<file path="config.mk">
export PLATFORM = sky130hd
export DESIGN_NAME = frame_rate_classifier
export DESIGN_NICKNAME = d
export VERILOG_FILES = /design/src/sv/frc_pkg.sv /design/src/sv/frc_observe.sv /design/src/sv/frc_classify.sv /design/src/sv/frame_rate_classifier.sv
export SDC_FILE = /design/constraint.sdc
export NUM_CORES = 1
export LEC_CHECK = 0
export BUFFER_PORTS_ARGS = -buffer_cell sky130_fd_sc_hd__buf_2
export CAP_MARGIN = 25
export CORE_ASPECT_RATIO = 2
export CORE_MARGIN = 4
export CORE_UTILIZATION = 60
export CTS_BUF_LIST = sky130_fd_sc_hd__clkbuf_8
export DETAILED_ROUTE_END_ITERATION = 10
export GPL_TIMING_DRIVEN = 0
export PLACE_DENSITY = 0.79
export SLEW_MARGIN = 5
export SYNTH_ARGS = -nofsm -noshare
export SYNTH_HDL_FRONTEND = slang
export SYNTH_SLANG_ARGS = --single-unit
</file>
<file path="constraint.sdc">
create_clock -name clk -period 30.6 [get_ports clk]
set_input_delay 6.12 -clock clk [delete_from_list [all_inputs] [get_ports clk]]
set_output_delay 6.12 -clock clk [all_outputs]
set_load 0.1 [all_outputs]
</file>
<file path="src/sv/frc_pkg.sv">
package frc_pkg;

  localparam int TS_W      = 64;
  localparam int IV_W      = 30;
  localparam int CNT_W     = 7;
  localparam int RUN_W     = 8;
  localparam int CFG_IDX_W = 3;

  localparam logic [CNT_W-1:0] SAMPLE_CAP = 7'd120;
  localparam logic [RUN_W-1:0] RUN_MAX    = 8'd255;

  // rate_class codes as seen on the output
  localparam logic [1:0] RC_UNDECIDED = 2'd0;
  localparam logic [1:0] RC_LOW       = 2'd1;
  localparam logic [1:0] RC_HIGH      = 2'd2;

  typedef enum logic [1:0] {
    ACT_NORMAL      = 2'd0,
    ACT_PASSTHROUGH = 2'd1,
    ACT_MEASURING   = 2'd2,
    ACT_GENERATE    = 2'd3
  } action_t;

  typedef enum logic [2:0] {
    RS_UNDECIDED = 3'b001,
    RS_LOW       = 3'b010,
    RS_HIGH      = 3'b100
  } rs_t;

  typedef enum logic [CFG_IDX_W-1:0] {
    CFG_MIN_INTERVAL   = 3'd0,
    CFG_MAX_INTERVAL   = 3'd1,
    CFG_HIGH_RATE_LIM  = 3'd2,
    CFG_SLOW_INTERVAL  = 3'd3,
    CFG_MIN_SAMPLES    = 3'd4,
    CFG_SLOW_RUN_LIMIT = 3'd5
  } cfg_idx_t;

  typedef struct packed {
    logic [IV_W-1:0]  min_interval_ns;
    logic [IV_W-1:0]  max_interval_ns;
    logic [IV_W-1:0]  high_rate_limit_ns;
    logic [IV_W-1:0]  slow_interval_ns;
    logic [CNT_W-1:0] min_samples;
    logic [RUN_W-1:0] slow_run_limit;
  } cfg_t;

  // observe stage -> classify stage
  typedef struct packed {
    logic [IV_W-1:0]  interval;
    logic [CNT_W-1:0] count;
  } obs_t;

  // classify stage -> state registers
  typedef struct packed {
    rs_t              rate_state;
    logic [RUN_W-1:0] slow_run;
    logic             previous_enabled;
    logic             clear;
    action_t          action;
  } cls_t;

  function automatic logic [1:0] rate_code(rs_t rs);
    logic [1:0] code;
    case (rs)
      RS_LOW:  code = RC_LOW;
      RS_HIGH: code = RC_HIGH;
      default: code = RC_UNDECIDED;
    endcase
    return code;
  endfunction

endpackage

</file>
<file path="src/sv/frc_observe.sv">
module frc_observe import frc_pkg::*; #(
  parameter int AVG_FRAC_BITS = 8
) (
  input  logic [TS_W-1:0]               now,
  input  logic                          observe_en,
  input  logic [TS_W-1:0]               last_stamp,
  input  logic [IV_W+AVG_FRAC_BITS-1:0] average,
  input  logic [CNT_W-1:0]              count,
  input  cfg_t                          cfg,
  output logic [TS_W-1:0]               last_stamp_next,
  output logic [IV_W+AVG_FRAC_BITS-1:0] average_next,
  output obs_t                          obs
);

  localparam int AVG_W = IV_W + AVG_FRAC_BITS;

  logic [TS_W-1:0]  diff;
  logic             stamp_ok;
  logic             in_window;
  logic             take;
  logic [AVG_W-1:0] sample_fixed;
  logic [AVG_W+2:0] blend_sum;

  assign diff      = now - last_stamp;
  assign stamp_ok  = (last_stamp != '0) && (now > last_stamp);
  // anything with bits above the low 30 is past any max interval
  assign in_window = (diff[TS_W-1:IV_W] == '0) &&
                     (diff[IV_W-1:0] >= cfg.min_interval_ns) &&
                     (diff[IV_W-1:0] <= cfg.max_interval_ns);
  assign take      = observe_en && stamp_ok && in_window;

  assign sample_fixed = AVG_W'(diff[IV_W-1:0]) << AVG_FRAC_BITS;
  // 7/8 old + 1/8 new, truncated
  assign blend_sum = ((AVG_W+3)'(average) << 3) - (AVG_W+3)'(average)
                     + (AVG_W+3)'(sample_fixed);

  always_comb begin
    average_next = average;
    obs.count    = count;
    obs.interval = '0;
    if (take) begin
      average_next = (count == '0) ? sample_fixed : blend_sum[AVG_W+2:3];
      obs.interval = diff[IV_W-1:0];
      if (count < SAMPLE_CAP) begin
        obs.count = count + 1'b1;
      end
    end
  end

  assign last_stamp_next = observe_en ? now : last_stamp;

endmodule

</file>
<file path="src/sv/frc_classify.sv">
module frc_classify import frc_pkg::*; #(
  parameter int AVG_FRAC_BITS = 8
) (
  input  logic                          enabled,
  input  logic                          compatible,
  input  logic                          previous_enabled,
  input  rs_t                           rate_state,
  input  logic [RUN_W-1:0]              slow_run,
  input  obs_t                          obs,
  input  logic [IV_W+AVG_FRAC_BITS-1:0] average,
  input  cfg_t                          cfg,
  output cls_t                          cls
);

  localparam int AVG_W = IV_W + AVG_FRAC_BITS;

  logic [AVG_W-1:0] limit_fixed;
  logic             enough;
  rs_t              decided;

  assign limit_fixed = AVG_W'(cfg.high_rate_limit_ns) << AVG_FRAC_BITS;
  assign enough      = obs.count >= cfg.min_samples;
  assign decided     = ((average != '0) && (average < limit_fixed)) ? RS_HIGH : RS_LOW;

  always_comb begin
    cls.rate_state       = rate_state;
    cls.slow_run         = slow_run;
    cls.previous_enabled = previous_enabled;
    cls.clear            = 1'b0;
    cls.action           = ACT_NORMAL;

    if (compatible && (enabled != previous_enabled)) begin
      if (enabled) begin
        cls.rate_state = enough ? decided : RS_UNDECIDED;
        cls.slow_run   = '0;
      end else begin
        // switch off: all tracking back to reset
        cls.clear      = 1'b1;
        cls.rate_state = RS_UNDECIDED;
        cls.slow_run   = '0;
      end
      cls.previous_enabled = enabled;
    end

    if (enabled && compatible) begin
      if (cls.rate_state == RS_UNDECIDED && enough) begin
        cls.rate_state = decided;
      end
      cls.action = ACT_GENERATE;
      if (cls.rate_state == RS_HIGH) begin
        if (obs.interval >= cfg.slow_interval_ns) begin
          if (cls.slow_run != RUN_MAX) begin
            cls.slow_run = cls.slow_run + 1'b1;
          end
        end else if (obs.interval != '0) begin
          cls.slow_run = '0;
        end
        if (cls.slow_run < cfg.slow_run_limit) begin
          cls.action = ACT_PASSTHROUGH;
        end else begin
          cls.rate_state = RS_LOW;
          cls.slow_run   = '0;
        end
      end
      if (cls.action == ACT_GENERATE && cls.rate_state == RS_UNDECIDED) begin
        cls.action = ACT_MEASURING;
      end
    end
  end

endmodule

</file>
<file path="src/sv/frame_rate_classifier.sv">
// Frame rate classifier.
// Input stream: one transfer per present event. s_axis_tdata carries the
// 64-bit timestamp in ns, s_axis_tuser the enabled and compatible flags.
// Output stream: one transfer per event with the action, the rate class,
// the interval taken into the average (0 if none) and the average's
// integer part.
// Config channel: cfg_index/cfg_data written on cfg_valid; cfg_ready is
// always high. Write only while no event is in flight.
// The result passes through the input register, then the result register.
// Throughput: one event per cycle while the receiver accepts; the state
// update path (64-bit interval, window check, average blend, class decision)
// sets that rate.
// Reset clears all tracking state, restores register defaults and empties
// both stages. If the receiver stalls, the result register holds; one more
// event waits in the input register, after which s_axis_tready drops.
module frame_rate_classifier import frc_pkg::*; #(
  parameter int AVG_FRAC_BITS = 8
) (
  input  logic                 clk,
  input  logic                 rst,
  input  logic                 s_axis_tvalid,
  output logic                 s_axis_tready,
  input  logic [TS_W-1:0]      s_axis_tdata,   // [63:0] timestamp_ns
  input  logic [1:0]           s_axis_tuser,   // [0] enabled, [1] compatible
  output logic                 m_axis_tvalid,
  input  logic                 m_axis_tready,
  // [1:0] action, [3:2] rate_class, [33:4] accepted_interval_ns,
  // [63:34] average_interval_ns
  output logic [63:0]          m_axis_tdata,
  input  logic                 cfg_valid,
  output logic                 cfg_ready,
  input  logic [CFG_IDX_W-1:0] cfg_index,
  input  logic [IV_W-1:0]      cfg_data
);

  localparam int AVG_W = IV_W + AVG_FRAC_BITS;

  cfg_t cfg;

  logic            in_valid;
  logic [TS_W-1:0] in_stamp;
  logic            in_enabled;
  logic            in_compatible;

  logic [TS_W-1:0]  last_stamp;
  logic [AVG_W-1:0] average_fixed;
  logic [CNT_W-1:0] sample_count;
  logic [RUN_W-1:0] slow_run;
  logic             previous_enabled;
  rs_t              rate_state;

  logic             advance;
  logic             observe_en;
  logic [TS_W-1:0]  last_stamp_next;
  logic [AVG_W-1:0] average_next;
  logic [AVG_W-1:0] average_out;
  obs_t             obs;
  cls_t             cls;

  assign cfg_ready = 1'b1;

  always_ff @(posedge clk) begin
    if (rst) begin
      cfg.min_interval_ns    <= 30'd4000000;
      cfg.max_interval_ns    <= 30'd100000000;
      cfg.high_rate_limit_ns <= 30'd30000000;
      cfg.slow_interval_ns   <= 30'd31500000;
      cfg.min_samples        <= 7'd8;
      cfg.slow_run_limit     <= 8'd16;
    end else if (cfg_valid && cfg_ready) begin
      case (cfg_index)
        CFG_MIN_INTERVAL:   cfg.min_interval_ns    <= cfg_data;
        CFG_MAX_INTERVAL:   cfg.max_interval_ns    <= cfg_data;
        CFG_HIGH_RATE_LIM:  cfg.high_rate_limit_ns <= cfg_data;
        CFG_SLOW_INTERVAL:  cfg.slow_interval_ns   <= cfg_data;
        CFG_MIN_SAMPLES:    cfg.min_samples        <= cfg_data[CNT_W-1:0];
        CFG_SLOW_RUN_LIMIT: cfg.slow_run_limit     <= cfg_data[RUN_W-1:0];
        default: ;
      endcase
    end
  end

  assign advance       = in_valid && (!m_axis_tvalid || m_axis_tready);
  assign s_axis_tready = !in_valid || advance;

  always_ff @(posedge clk) begin
    if (rst) begin
      in_valid <= 1'b0;
    end else if (s_axis_tvalid && s_axis_tready) begin
      in_valid <= 1'b1;
    end else if (advance) begin
      in_valid <= 1'b0;
    end
  end

  always_ff @(posedge clk) begin
    if (s_axis_tvalid && s_axis_tready) begin
      in_stamp      <= s_axis_tdata;
      in_enabled    <= s_axis_tuser[0];
      in_compatible <= s_axis_tuser[1];
    end
  end

  // low class with generation on ignores timestamps entirely
  assign observe_en = in_compatible && (!in_enabled || rate_state != RS_LOW);

  frc_observe #(
    .AVG_FRAC_BITS(AVG_FRAC_BITS)
  ) u_observe (
    .now             (in_stamp),
    .observe_en      (observe_en),
    .last_stamp      (last_stamp),
    .average         (average_fixed),
    .count           (sample_count),
    .cfg             (cfg),
    .last_stamp_next (last_stamp_next),
    .average_next    (average_next),
    .obs             (obs)
  );

  frc_classify #(
    .AVG_FRAC_BITS(AVG_FRAC_BITS)
  ) u_classify (
    .enabled          (in_enabled),
    .compatible       (in_compatible),
    .previous_enabled (previous_enabled),
    .rate_state       (rate_state),
    .slow_run         (slow_run),
    .obs              (obs),
    .average          (average_next),
    .cfg              (cfg),
    .cls              (cls)
  );

  assign average_out = cls.clear ? '0 : average_next;

  always_ff @(posedge clk) begin
    if (rst) begin
      last_stamp       <= '0;
      average_fixed    <= '0;
      sample_count     <= '0;
      slow_run         <= '0;
      previous_enabled <= 1'b0;
      rate_state       <= RS_UNDECIDED;
    end else if (advance) begin
      last_stamp       <= cls.clear ? '0 : last_stamp_next;
      average_fixed    <= average_out;
      sample_count     <= cls.clear ? '0 : obs.count;
      slow_run         <= cls.slow_run;
      previous_enabled <= cls.previous_enabled;
      rate_state       <= cls.rate_state;
    end
  end

  always_ff @(posedge clk) begin
    if (rst) begin
      m_axis_tvalid <= 1'b0;
    end else if (advance) begin
      m_axis_tvalid <= 1'b1;
    end else if (m_axis_tready) begin
      m_axis_tvalid <= 1'b0;
    end
  end

  always_ff @(posedge clk) begin
    if (advance) begin
      m_axis_tdata <= {average_out[AVG_W-1:AVG_FRAC_BITS], obs.interval,
                       rate_code(cls.rate_state), cls.action};
    end
  end

endmodule

</file>
==> impl_metrics.csv, run 1 <==
group,metric,value,unit
setup_path,cp-start-kind,"flip-flop",
clock_tree,cts_htree_levels,2,
synthesis,netlist_top_cells_area,"dfxtp_1, edfxtp_1, ha_1",
min_path,hold_class,"reg2reg",
setup_path,arrival,15.64,ns
setup_path,crit_fanout,10,
synthesis,synthesis.area,0.0265,mm2
global_route,antenna_found_initial,10,
setup_path,cp_data_required_time,31.04,ns
setup_path,rr_endpoint,"m_axis_tdata[2]",
floorplanning,io_pins,171,
clock_tree,cts_resized,0,
clock_tree,clk_pin_slew,0.07,ns
floorplanning,row_count,108,
finish,fin_cells,4056,
power,power.internal,945,uW
route,wirelength,103000,um
route,vias,26100,
synthesis,yosysUniqueCellTypes,106,
global_route,grt_overflow,0,
power,power.switching,535,uW
timing,post-route-min-period,15.20,ns
setup_path,cp-end-kind,"flip-flop",
synthesis,async_flop_share,0,%
finish,multi_input_area,0.0157,mm2
route,post_drt_wl_per_cell,25.3,um
setup_path,crit_type,"reg2reg",
synthesis,synth_largest_area_cell,"dfxtp_1",
floorplanning,core_area,0.0435,mm2
synthesis,yosysSeqAreaShare,34.2,%
run_status,status,"finished, final reports clean",
placed_design,gp_congestion,1.05,
placed_design,dpl.cell_count,3941,
global_route,grt_pass1_wl,152000,um
route,drt_iter0_drc,2186,
finish,drive_above_1_share,11.1,%
timing,slew_headroom,22.7,%
power,power_density,50.2,mW/mm2
route,drc,0,
timing,setup_tns,0,ns
min_path,holdCritStartpoint,"cfg[133]",
timing,tightest_slew,1.16,ns
synthesis,synth_top_area_share,19.5,%
clock_tree,root_buffer,"clkbuf_8",
setup_path,cpPeakStageDelay,0.87,ns
finish,nFillCells,3730,
global_route,grt_pass1_vias,26700,
clock_tree,clock_latency,0.73,ns
setup_path,slowest_stage,"xnor2_1",
power,switching_share,36.1,%
finish,syn_to_final_growth,11.2,%
timing,max_freq,65.8,MHz
power,pwr-share-comb,30.3,%
synthesis,syn_nets,3573,
placed_design,dp_worst_setup_slack,15.85,ns
timing,min_period_over_period,49.7,%
global_route,grt_max_degree,67,
setup_path,ff2ff_path_depth,48,
power,vdd_drop_max,0.0598,mV
timing,clock-skew-final,0.0336,ns
timing,final_max_slew_viol_count,0,
setup_path,r2r-start,"in_stamp[24]",
min_path,hold_depth,2,
synthesis,yosys_warnings,0,
floorplanning,die_x,157,um
timing,setup_viol,0,
setup_path,critPathLaunch,"in_stamp[24]",
setup_path,cp_top_family,"compound AO/OA/AOI/OAI gates",
floorplanning,initial_core_util,60.9,%
power,power_leakage,11.9,nW
floorplanning,dieHeight,305,um
power,pwr-share-clk,31.9,%
setup_path,r2r_slack,15.40,ns
synthesis,avgSynthCellArea,8.26,um2
floorplanning,dieArea,0.0478,mm2
timing,setup_slack,15.40,ns
placed_design,placed_area,0.0282,mm2
route,ant_nets,0,
synthesis,yosysMostFrequentCell,"nand2_1",
synthesis,ys.flop_type,"dfxtp_1",
finish,ff_latch_area,0.00907,mm2
power,power_frac_seq,37.8,%
route,first_pass_iters,6,
synthesis,ys_ff_latch,388,
placed_design,io_buffers,169,
placed_design,hpwl,82600,um
clock_tree,clk_path_buf_depth,3,
synthesis,synthCells,3209,
timing,grt_setup_unrepaired,"no",
clock_tree,cts_sinks,388,
clock_tree,post_cts_buffers,0,
timing,hold_viol,0,
clock_tree,cts_tree,"yes",
setup_path,path_buf_inv,7,
finish,layout.nets,3815,
job,maxCapViolations,0,
clock_tree,cts_buffers,54,
min_path,worst_hold_path.endpoint,"cfg[133]",
clock_tree,ctsHoldBuffers,0,
synthesis,synth_common_cells,"nand2_1, a21oi_1, inv_1",
finish,fin_area,0.0295,mm2
global_route,grt.total_usage,42.1,%
route,via_per_inst,6.45,
synthesis,synth-edff-count,130,
-- registers in the layout, indices dropped and copies added (netlist names) --
register,flops
slow_run,8
in_valid,1
in_enabled,1
in_stamp,64
previous_enabled,1
cfg,135
rate_state,3
in_compatible,1
last_stamp,64
m_axis_tvalid,1
average_fixed,38
m_axis_tdata,64
sample_count,7
-- worst register-to-register path, delay by kind of cell, from the launching register on --
| family | cells | cell delay, ns |
|---|---|---|
| xor gates and xnor gates | 1 | 0.87 |
| AOI/OAI and AO/OA | 24 | 6.43 |
| buffers and inverters | 7 | 3.37 |
| DFF | 1 | 0.41 |
| and+or+nand+nor | 12 | 2.48 |
| adders and majority gates | 4 | 1.38 |
-- logic make-up (layout without fill, tap and decap cells) --
kind of cell / after synthesis / count (layout) / synth area share (%)
buffers and inverters: 446 / 733 / 6.60
DFF: 388 / 388 / 34.2
xor gates and xnor gates: 76 / 76 / 2.66
and+or+nand+nor: 1148 / 1148 / 20.5
other: 1 / 11 / 0.0141
muxes: 43 / 43 / 1.80
AOI/OAI and AO/OA: 845 / 845 / 21.0
adders and majority gates: 262 / 262 / 13.2
-- how the worst max path moves through the flow --
stage / to / cells past startpoint
floorplan: s_axis_tready / 2
global placement: rate_state[1] / 48
detailed placement: m_axis_tdata[2] / 50
CTS: m_axis_tdata[2] / 50
global route: m_axis_tdata[2] / 48
finish: m_axis_tdata[2] / 48
-- power groups by stage --
stage | Combinational [mW] | Sequential, mW | Clock [mW]
finish | 0.448 | 0.559 | 0.473
global route | 0.477 | 0.560 | 0.498
CTS | 0.432 | 0.559 | 0.473
detailed placement | 0.429 | 0.570 | 0
global placement | 0.416 | 0.570 | 0
floorplan | 0.264 | 0.591 | 0
-- metrics by stage --
step | power, mW | util, % | hold WS [ns]
2_1_floorplan | 0.854 | - | 0.432
3_3_place_gp | 0.986 | 64.5 | 0.441
3_5_place_dp | 0.999 | 64.8 | 0.447
4_1_cts | 1.46 | 67.6 | 0.456
5_1_grt | 1.54 | 67.7 | 0.466
6_report | 1.48 | 67.8 | 0.456
-- cell usage in the layout, fill, tap and decap left out, drive strengths merged, types with 26 or more instances in the layout --
cell    instances
a211o          33
fa             31
a211oi         26
nor4           48
nand2         466
buf           238
nor3           43
a21oi         311
nand3          47
a22oi          83
xnor2          42
ha            229
o21a           33
nand4          76
a21o           61
inv           322
nand3b         30
o21ai         118
edfxtp        130
nor2          262
xor2           33
clkbuf        156
dfxtp         258
nor2b          53
-- final cells by class --
| cell class | instances | share of cell area [%] |
|---|---|---|
| clock buffer | 62 | 2.89 |
| inverter | 300 | 3.82 |
| buffer | 146 | 2.13 |
| multi-input combinational | 2375 | 53.3 |
| antenna | 10 | 0.0849 |
| tap | 550 | 2.33 |
| clock inverter | 39 | 1.31 |
| sequential | 388 | 30.8 |
| timing repair buffer | 186 | 3.37 |
-- per-layer routing --
metal	share of wire [%]	vias to the layer above	global-route usage (%)
li1	-	11900	-
met4	14	2	46.4
met5	0.013	-	0
met2	49	1401	73.1
met3	7.2	644	9.06
met1	29	12200	36.7
(Power assumes the default switching activity.)
==> inputs of run 2 (changes only) <==
==> constraint.sdc (replaced) <==
create_clock -name clk -period 14.2 [get_ports clk]
set_input_delay 2.84 -clock clk [delete_from_list [all_inputs] [get_ports clk]]
set_output_delay 2.84 -clock clk [all_outputs]
set_load 0.1 [all_outputs]
==> run 2 against run 1 <==
The run now ends with design-rule violations left. Design area rose by 0.18%. Global-route usage fell by 0.11 points. Clock skew rose by 0.0083 ns. Critical path type unchanged. Largest power group unchanged. Highest routed layer unchanged.
==> impl_metrics.csv, run 2 (synthesized netlist as in run 1, its figures left out) <==
group,metric,value,unit
run_status,status,"complete, but fails checks",
run_status,violations,"design-rule violations",
clock_tree,ctsHoldBuffers,0,
finish,syn_to_final_growth,11.4,%
route,via_per_inst,6.45,
global_route,grt.total_usage,41.9,%
timing,min_period_over_period,95.6,%
finish,final_common_cell,"nand2_1",
floorplanning,row_count,108,
setup_path,rr_endpoint,"m_axis_tdata[2]",
clock_tree,cts_sinks,388,
route,vias,26200,
clock_tree,cts_buffers,54,
setup_path,r2r-start,"last_stamp[1]",
setup_path,cp-start-kind,"flip-flop",
global_route,grt_max_degree,67,
clock_tree,root_buffer,"clkbuf_8",
timing,final_max_slew_viol_count,0,
timing,slew_headroom,20.6,%
setup_path,slowest_stage,"o21ai_1",
timing,clock-skew-final,0.0419,ns
setup_path,crit_type,"reg2reg",
floorplanning,die_x,157,um
finish,layout_common_cells,"nand2_1, inv_1, a21oi_1",
global_route,antenna_found_initial,11,
route,drt_iter0_drc,2197,
setup_path,r2r_slack,0.62,ns
setup_path,cp_data_required_time,14.61,ns
floorplanning,dieArea,0.0478,mm2
setup_path,ff2ff_path_depth,53,
setup_path,cpPeakStageDelay,0.78,ns
clock_tree,clk_path_buf_depth,3,
clock_tree,clock_latency,0.71,ns
route,drc,2,
finish,finish.utilization,67.9,%
timing,post-route-min-period,13.58,ns
timing,grt_setup_unrepaired,"no",
setup_path,critPathMostFrequentCell,"a21oi_1",
min_path,hold_depth,2,
clock_tree,cts_tree,"yes",
route,wirelength,102000,um
placed_design,gp_congestion,1.05,
timing,hold_viol,0,
power,power_leakage,12.0,nW
job,maxCapViolations,0,
min_path,hold_class,"reg2reg",
finish,regMostFlops,"cfg",
timing,max_freq,73.7,MHz
clock_tree,cts_htree_levels,2,
floorplanning,io_pins,171,
floorplanning,core_area,0.0435,mm2
placed_design,io_buffers,169,
route,post_drt_wl_per_cell,25.2,um
power,vdd_drop_max,0.128,mV
power,post-layout-total-power,3.19,mW
clock_tree,clk_pin_slew,0.08,ns
timing,tightest_slew,1.18,ns
setup_path,crit_fanout,19,
min_path,holdCritStartpoint,"cfg[133]",
finish,largest_reg_flops,135,
global_route,grt_overflow,0,
setup_path,cp-end-kind,"flip-flop",
route,first_pass_iters,10,
route,ant_nets,0,
power,power_density,108,mW/mm2
finish,layout.nets,3816,
global_route,grt_pass1_vias,26800,
timing,setup_viol,0,
min_path,worst_hold_path.endpoint,"cfg[133]",
floorplanning,dieHeight,305,um
placed_design,hpwl,82600,um
global_route,grt_pass1_wl,151000,um
finish,drive_above_1_share,11.3,%
setup_path,arrival,13.98,ns
floorplanning,initial_core_util,60.9,%
==> run 2: final cells by class <==
class | instances | area, um2
well taps | 550 | 688
clock buffers | 62 | 853
inverters | 300 | 1130
diodes | 11 | 27.5
plain buffers | 145 | 626
fillers | 3720 | 14000
repair buffers | 188 | 1020
multi-input cells | 2375 | 15700
flip-flops and latches | 388 | 9070
clock inverters | 39 | 387
==> run 2: stage by stage <==
stage / cell area [um2] / hold WS (ns) / setup slack, ns / TNS [ns] / std cells
floorplan: 26500 / 0.432 / 4.35 / 0 / 3209
detailed placement: 28200 / 0.447 / -0.549 / -2.11 / 3941
global placement: 28000 / 0.441 / -0.518 / -1.43 / 3928
finish: 29500 / 0.457 / 0.625 / 0 / 4058
global route: 29500 / 0.466 / 0.110 / 0 / 4049
CTS: 29500 / 0.456 / 0.0851 / 0 / 4042
==> run 2: critical path, delay by kind of cell (launching register included) <==
kind	cells	cell delay [ns]
AOI/OAI and AO/OA	27	7.23
buffers and inverters	7	2.41
and+or+nand+nor	15	1.99
adders and majority gates	4	1.12
DFF	1	0.51
==> run 2: how the worst max path moves through the flow <==
stage | endpoint | cells after the start | from
final | m_axis_tdata[2] | 53 | last_stamp[1]
after global routing | m_axis_tdata[2] | 52 | in_stamp[3]
after CTS | m_axis_tdata[2] | 52 | in_stamp[9]
after floorplan | rate_state[1] | 54 | in_stamp[0]
after detailed placement | m_axis_tdata[2] | 50 | in_stamp[0]
after global placement | rate_state[1] | 48 | in_stamp[0]
==> run 2: power breakdown <==
group          switching, mW  internal, mW
registers             0.0226          1.18
logic                  0.661         0.310
clock network          0.467         0.548
==> run 2: repair_timing <==
action,in CTS,in global routing
buffers inserted,0,2
pin swaps,0,1
gates resized for setup,4,3
endpoints found under the setup margin,12,13
cloned,0,0
==> run 2: routing by layer <==
layer	track usage, %	vias up	wire (um)
met4	46.3	4	14600
met5	0	-	27
met2	73.2	1372	50700
met1	36.6	12200	30100
li1	-	11900	-
met3	8.58	674	6990
